File: src/rtl/plpt_pkg.sv
// ----------------------------------------------------------------------------
// plpt_pkg
// shared constants and types for the power-law pixel transform
// ----------------------------------------------------------------------------
package plpt_pkg;

  localparam int PIX_W     = 8;
  localparam int LUT_DEPTH = 256;
  localparam int EXP_W     = 3;
  localparam int CFG_W     = 3;
  localparam int ACC_W     = 64;
  localparam int MUL_W     = 9;
  localparam int MAX_POWER = 7;

  localparam logic [PIX_W-1:0] FULL_SCALE = 8'd255;

  localparam logic CFG_EXPONENT       = 1'b0;
  localparam logic CFG_RAISE_CONTRAST = 1'b1;

  typedef logic [PIX_W-1:0] pixel_t;
  typedef logic [EXP_W-1:0] exp_t;
  typedef logic [ACC_W-1:0] acc_t;

  typedef struct packed {
    logic   we;
    pixel_t addr;
    pixel_t data;
  } lut_wr_t;

endpackage

File: src/rtl/power_law_pixel_transform.sv
// ----------------------------------------------------------------------------
// power_law_pixel_transform
// gamma transform of 8-bit grey pixels through a 256-entry lookup table
// ----------------------------------------------------------------------------
// After reset and after every configuration write the block rebuilds its
// 256-entry lookup table with a single shared 64x9 multiplier, one multiply
// per cycle in its multiply states; during the rebuild s_axis_tready stays
// low. Once the table is built, one pixel is accepted per clock while the
// output is not stalled; a pixel's result passes through the table ram read
// register and then the output register.
module power_law_pixel_transform (
  input  logic       clk,
  input  logic       rst,
  input  logic       cfg_we,
  input  logic       cfg_addr,
  input  logic [2:0] cfg_data,
  input  logic       s_axis_tvalid,
  output logic       s_axis_tready,
  input  logic [7:0] s_axis_tdata,   // pixel_in
  output logic       m_axis_tvalid,
  input  logic       m_axis_tready,
  output logic [7:0] m_axis_tdata    // pixel_out
);

  plpt_pkg::exp_t    exponent;
  logic              raise_contrast;
  plpt_pkg::exp_t    n_eff;
  plpt_pkg::lut_wr_t lut_wr;
  logic              done;
  logic              rd_valid;
  logic              adv;
  logic              accept;
  plpt_pkg::pixel_t  rd_data;

  always_ff @(posedge clk) begin
    if (rst) begin
      exponent       <= plpt_pkg::EXP_W'(1);
      raise_contrast <= 1'b1;
    end else if (cfg_we) begin
      unique case (cfg_addr)
        plpt_pkg::CFG_EXPONENT:       exponent       <= cfg_data;
        plpt_pkg::CFG_RAISE_CONTRAST: raise_contrast <= cfg_data[0];
        default: ;
      endcase
    end
  end

  assign n_eff = (exponent == '0) ? plpt_pkg::EXP_W'(1) : exponent;

  plpt_fill u_fill (
    .clk     (clk),
    .rst     (rst),
    .restart (cfg_we),
    .n_eff   (n_eff),
    .raise   (raise_contrast),
    .lut_wr  (lut_wr),
    .done    (done)
  );

  assign adv    = !m_axis_tvalid || m_axis_tready;
  assign accept = s_axis_tvalid && s_axis_tready;
  assign s_axis_tready = done && (!rd_valid || adv);

  plpt_ram #(
    .WIDTH (plpt_pkg::PIX_W),
    .DEPTH (plpt_pkg::LUT_DEPTH)
  ) u_lut (
    .clk   (clk),
    .we    (lut_wr.we),
    .waddr (lut_wr.addr),
    .wdata (lut_wr.data),
    .re    (accept),
    .raddr (s_axis_tdata),
    .rdata (rd_data)
  );

  always_ff @(posedge clk) begin
    if (rst) begin
      rd_valid      <= 1'b0;
      m_axis_tvalid <= 1'b0;
    end else begin
      if (accept) begin
        rd_valid <= 1'b1;
      end else if (adv) begin
        rd_valid <= 1'b0;
      end
      if (adv) begin
        m_axis_tvalid <= rd_valid;
      end
    end
  end

  always_ff @(posedge clk) begin
    if (adv && rd_valid) begin
      m_axis_tdata <= rd_data;
    end
  end

endmodule

File: src/rtl/plpt_ram.sv
// ----------------------------------------------------------------------------
// plpt_ram
// generic single-write, single-read ram with registered read data
// ----------------------------------------------------------------------------
module plpt_ram #(
  parameter int WIDTH = 8,
  parameter int DEPTH = 256
) (
  input  logic                     clk,
  input  logic                     we,
  input  logic [$clog2(DEPTH)-1:0] waddr,
  input  logic [WIDTH-1:0]         wdata,
  input  logic                     re,
  input  logic [$clog2(DEPTH)-1:0] raddr,
  output logic [WIDTH-1:0]         rdata
);

  logic [WIDTH-1:0] mem [DEPTH];

  always_ff @(posedge clk) begin
    if (we) begin
      mem[waddr] <= wdata;
    end
    if (re) begin
      rdata <= mem[raddr];
    end
  end

endmodule

File: src/rtl/plpt_fill.sv
// ----------------------------------------------------------------------------
// plpt_fill
// table builder: computes every entry of the lookup table with one shared
// multiplier and a bit-wise search, then writes it into the table ram
// ----------------------------------------------------------------------------
module plpt_fill (
  input  logic              clk,
  input  logic              rst,
  input  logic              restart,
  input  plpt_pkg::exp_t    n_eff,
  input  logic              raise,
  output plpt_pkg::lut_wr_t lut_wr,
  output logic              done
);

  localparam logic [2:0] S_START  = 3'd0;
  localparam logic [2:0] S_DINIT  = 3'd1;
  localparam logic [2:0] S_PSETUP = 3'd2;
  localparam logic [2:0] S_PMUL   = 3'd3;
  localparam logic [2:0] S_BSETUP = 3'd4;
  localparam logic [2:0] S_BMUL   = 3'd5;
  localparam logic [2:0] S_WRITE  = 3'd6;
  localparam logic [2:0] S_DONE   = 3'd7;

  logic [2:0]                   state;
  plpt_pkg::acc_t               acc;
  plpt_pkg::acc_t               d_val;
  plpt_pkg::acc_t               rhs;
  plpt_pkg::exp_t               cnt;
  plpt_pkg::pixel_t             p_idx;
  plpt_pkg::pixel_t             y;
  logic [2:0]                   bitpos;
  plpt_pkg::pixel_t             cand;
  logic [plpt_pkg::MUL_W-1:0]   odd;
  logic [plpt_pkg::MUL_W-1:0]   mul_op;
  logic [plpt_pkg::ACC_W+plpt_pkg::MUL_W-1:0] prod;

  assign cand = y | (plpt_pkg::pixel_t'(1) << bitpos);
  assign odd  = {cand, 1'b0} - plpt_pkg::MUL_W'(1);

  always_comb begin
    unique case (state)
      S_DINIT: mul_op = {1'b0, plpt_pkg::FULL_SCALE};
      S_PMUL:  mul_op = {1'b0, p_idx};
      default: mul_op = odd;
    endcase
  end

  assign prod = acc * mul_op;

  always_ff @(posedge clk) begin
    if (rst || restart) begin
      state <= S_START;
    end else begin
      unique case (state)
        S_START: begin
          acc   <= plpt_pkg::ACC_W'(1);
          cnt   <= n_eff - plpt_pkg::EXP_W'(1);
          state <= S_DINIT;
        end
        S_DINIT: begin
          if (cnt == '0) begin
            d_val <= acc;
            p_idx <= '0;
            state <= S_PSETUP;
          end else begin
            acc <= prod[plpt_pkg::ACC_W-1:0];
            cnt <= cnt - plpt_pkg::EXP_W'(1);
          end
        end
        S_PSETUP: begin
          if (raise) begin
            acc <= plpt_pkg::ACC_W'(1);
            cnt <= n_eff;
          end else begin
            acc <= d_val;
            cnt <= plpt_pkg::EXP_W'(1);
          end
          state <= S_PMUL;
        end
        S_PMUL: begin
          if (cnt == '0) begin
            rhs    <= raise ? (acc << 1) : (acc << n_eff);
            y      <= '0;
            bitpos <= 3'd7;
            state  <= S_BSETUP;
          end else begin
            acc <= prod[plpt_pkg::ACC_W-1:0];
            cnt <= cnt - plpt_pkg::EXP_W'(1);
          end
        end
        S_BSETUP: begin
          if (raise) begin
            acc <= d_val;
            cnt <= plpt_pkg::EXP_W'(1);
          end else begin
            acc <= plpt_pkg::ACC_W'(1);
            cnt <= n_eff;
          end
          state <= S_BMUL;
        end
        S_BMUL: begin
          if (cnt == '0) begin
            if (acc <= rhs) begin
              y <= cand;
            end
            if (bitpos == 3'd0) begin
              state <= S_WRITE;
            end else begin
              bitpos <= bitpos - 3'd1;
              state  <= S_BSETUP;
            end
          end else begin
            acc <= prod[plpt_pkg::ACC_W-1:0];
            cnt <= cnt - plpt_pkg::EXP_W'(1);
          end
        end
        S_WRITE: begin
          if (p_idx == plpt_pkg::pixel_t'(plpt_pkg::LUT_DEPTH - 1)) begin
            state <= S_DONE;
          end else begin
            p_idx <= p_idx + plpt_pkg::pixel_t'(1);
            state <= S_PSETUP;
          end
        end
        S_DONE: state <= S_DONE;
        default: state <= S_START;
      endcase
    end
  end

  assign lut_wr.we   = (state == S_WRITE);
  assign lut_wr.addr = p_idx;
  assign lut_wr.data = y;
  assign done        = (state == S_DONE);

endmodule

File: config.mk
export PLATFORM = sky130hd
export DESIGN_NAME = power_law_pixel_transform
export DESIGN_NICKNAME = d
export VERILOG_FILES = /design/src/rtl/plpt_pkg.sv /design/src/rtl/power_law_pixel_transform.sv /design/src/rtl/plpt_ram.sv /design/src/rtl/plpt_fill.sv
export SDC_FILE = /design/constraint.sdc
export NUM_CORES = 2
export LEC_CHECK = 0
export BUFFER_PORTS_ARGS = -buffer_cell sky130_fd_sc_hd__buf_4
export CAP_MARGIN = 10
export CORE_MARGIN = 2
export CORE_UTILIZATION = 25
export DETAILED_ROUTE_END_ITERATION = 10
export PLACE_DENSITY_LB_ADDON = 0.3
export SYNTH_ARGS = -nofsm -noshare
export SYNTH_HDL_FRONTEND = slang
export SYNTH_SLANG_ARGS = --single-unit
File: constraint.sdc
create_clock -name clk -period 12.03 [get_ports clk]
set_input_delay 1.203 -clock clk [delete_from_list [all_inputs] [get_ports clk]]
set_output_delay 1.203 -clock clk [all_outputs]
set_load 0.005 [all_outputs]
==> impl_metrics.env <==
export IMPL_syn2layout_area_growth_pct=13.4
export IMPL_drive_gt1_share_pct=17.7
export IMPL_place_congestion=0.777
export IMPL_setup_viol=0
export IMPL_grt_busiest_layer="met2"
export IMPL_yosysWarningCount=0
export IMPL_timing_max_cap_violations=0
export IMPL_drt_iter0_markers=4741
export IMPL_yosys_cell_types_count=75
export IMPL_grt_max_degree=213
export IMPL_grt_ovfl_total=0
export IMPL_dieArea_um2=440000
export IMPL_synth_ff_type="edfxtp_1"
export IMPL_die_x_um=663
export IMPL_skew_ns=0.130
export IMPL_max_freq_mhz=112
export IMPL_grt_pass1_vias=59200
export IMPL_vias=56100
export IMPL_clkLatencyLatePin_ns=0.95
export IMPL_worst_setup_path_start_kind="register"
export IMPL_critPathTopFamily="compound AO/OA/AOI/OAI gates"
export IMPL_worst_setup_path_end_kind="register"
export IMPL_synth_nets=6983
export IMPL_port_buffers=26
export IMPL_start_util_pct=25.1
export IMPL_rows=242
export IMPL_ys_ff_latch=2287
export IMPL_cp_arrival_ns=9.48
export IMPL_period_needed_ns=8.91
export IMPL_final_cell_mix="edfxtp_1, mux4_2, inv_1"
export IMPL_fp_coreArea_um2=434000
export IMPL_synth_avg_cell_area_um2=16.9
export IMPL_ant_nets=0
export IMPL_fp_dieH_um=663
export IMPL_h_tree_depth=4
export IMPL_min_period_over_period_pct=74.1
export IMPL_grt_use_met1_pct=17.3
export IMPL_first_pass_iters=5
export IMPL_crit_buf_inv=5
export IMPL_dp_hpwl_um=173000
export IMPL_synth_enable_flop_cells=2278
export IMPL_cp_slowest_stage_delay_ns=0.77
export IMPL_cts_tree="built"
export IMPL_setup_tns_ns=0
export IMPL_cp_common_cell="fa_1"
export IMPL_mostFrequentLayoutCell="edfxtp_1"
export IMPL_holdBufCountCts=0
export IMPL_grt_pass1_wl_um=413000
export IMPL_critPathRequiredTime_ns=12.60
export IMPL_async_flop_share_pct=0
export IMPL_routed_wl_um=279000
export IMPL_nets=6953
export IMPL_worst_pin_slew_ns=1.26
export IMPL_wl_per_cell_um=22.6
export IMPL_clk_path_buf_depth=4
export IMPL_ff2ff_setup_slack_ns=3.12
export IMPL_num_io_pins=27
export IMPL_crit_fanout=33
export IMPL_gr_usage_met2_pct=20.6
export IMPL_vias_per_cell=4.55
export IMPL_synth_cells=6416
export IMPL_hold_viol_final=0
export IMPL_clock_sinks=2287
export IMPL_drv_slew=0
export IMPL_clk_pin_slew_ns=0.06
export IMPL_criticalPathCategory="reg2reg"
export IMPL_cts_root_buf="clkbuf_16"
export IMPL_post_cts_buffers=0
export IMPL_run_status="finished, final reports clean"
export IMPL_worstHoldPathType="reg2reg"
export IMPL_rsz0062_at_grt="no"
export IMPL_netlist_area_um2=109000
export IMPL_grtUsageMet3_pct=1.64
export IMPL_synth_seq_area_share_pct=63.1
export IMPL_cts_buffers=242
export IMPL_antenna_found_initial=23
export IMPL_relSlewSlack_pct=16.2
export IMPL_grt_use_total_pct=12.4
export IMPL_n_fill_cell=43200
export IMPL_worst_path_max_delay_cell="a21oi_4"
export IMPL_cts_resized=0
export IMPL_drc=0
area by class of cell:
class | instances | area (um^2) | share of cell area, %
Timing Repair Buffer | 108 | 985 | 0.799
Multi-Input combinational cell | 3178 | 36500 | 29.6
Inverter | 569 | 2140 | 1.73
Antenna cell | 3 | 7.51 | 0.00610
Sequential cell | 2287 | 68600 | 55.7
Tap cell | 5734 | 7170 | 5.82
Clock buffer | 289 | 6300 | 5.11
Clock inverter | 157 | 1500 | 1.22
stage by stage:
stage | instances | utilization [%] | instance area [um^2] | hold slack, ns | setup slack [ns]
final | 12300 | 28.4 | 123000 | 0.419 | 3.12
after global routing | 12300 | 28.4 | 123000 | 0.434 | 2.47
after CTS | 12300 | 28.4 | 123000 | 0.420 | 2.95
after floorplan | 6416 | - | 109000 | 0.400 | 2.11
after global placement | 11900 | 26.6 | 115000 | 0.413 | 3.25
after detailed placement | 11900 | 26.6 | 115000 | 0.406 | 3.08
path summary, 6_finish.rpt:
check	start	end	depth (start not counted)
setup reg to reg	u_fill.bitpos[0]	u_fill.acc[51]	28
setup / recovery	u_fill.bitpos[0]	u_fill.acc[51]	28
hold reg to reg	u_lut.rdata[3]	m_axis_tdata[3]	0
hold / removal	u_lut.rdata[3]	m_axis_tdata[3]	0
Yosys cell counts, types with 8 or more instances:
cell	number	share of area, %
edfxtp_1	2278	63
o21bai_1	10	0.069
and2_1	346	2.0
xor2_1	39	0.31
o21ai_0	154	0.71
nand4_1	33	0.19
a22o_1	10	0.081
nor3_1	28	0.13
dfxtp_1	9	0.17
buf_2	60	0.28
nand3_1	28	0.13
ha_1	147	1.7
o211ai_1	8	0.055
and3_1	13	0.075
nor2b_1	30	0.17
a21oi_1	109	0.50
nand2_1	411	1.4
a31oi_1	11	0.063
inv_1	569	2.0
a21o_1	49	0.34
fa_1	403	7.4
clkbuf_1	282	0.97
mux4_2	680	14
nor2_1	334	1.2
mux2i_1	168	1.5
nand2b_1	12	0.069
xnor2_1	32	0.26
buf_1	36	0.12
or3_1	9	0.052
flip-flops by register name, indices dropped and copies added (netlist names):
name and flops:
u_fill.rhs 64, u_fill.bitpos 3, u_lut.rdata 8, m_axis_tvalid 1, u_lut.mem 2048, u_fill.p_idx 8, u_fill.cnt 3, raise_contrast 1
u_fill.state 3, u_fill.acc 64, m_axis_tdata 8, rd_valid 1, u_fill.y 8, exponent 3, u_fill.d_val 64
kinds of logic after synthesis:
| kind of cell | count (synthesis) | synth area share, % |
|---|---|---|
| compound gates | 432 | 2.46 |
| xor+xnor | 75 | 0.655 |
| buf+inv | 951 | 3.37 |
| other cells | 1 | 0.00345 |
| simple gates | 1269 | 5.57 |
| mux | 851 | 15.7 |
| flops | 2287 | 63.1 |
| fa+ha+maj | 550 | 9.12 |
per-layer routing:
| metal | share of wire (%) | vias up |
|---|---|---|
| met5 | 0.0039 | - |
| met4 | 2.2 | 2 |
| met3 | 5.0 | 332 |
| met2 | 48 | 1462 |
| met1 | 44 | 30200 |
| li1 | - | 24000 |
worst reg2reg max path: cells and delay by family (launching register included):
| kind | cells | cell delay (ns) |
|---|---|---|
| AOI/OAI and AO/OA | 8 | 2.75 |
| buffers and inverters | 5 | 1.00 |
| DFF | 1 | 0.42 |
| adders and majority gates | 7 | 2.60 |
| xor gates and xnor gates | 2 | 0.35 |
| and+or+nand+nor | 6 | 1.53 |
Power is not shown: default switching activity piles up to over one toggle a cycle in this logic, so the estimate is an artifact.
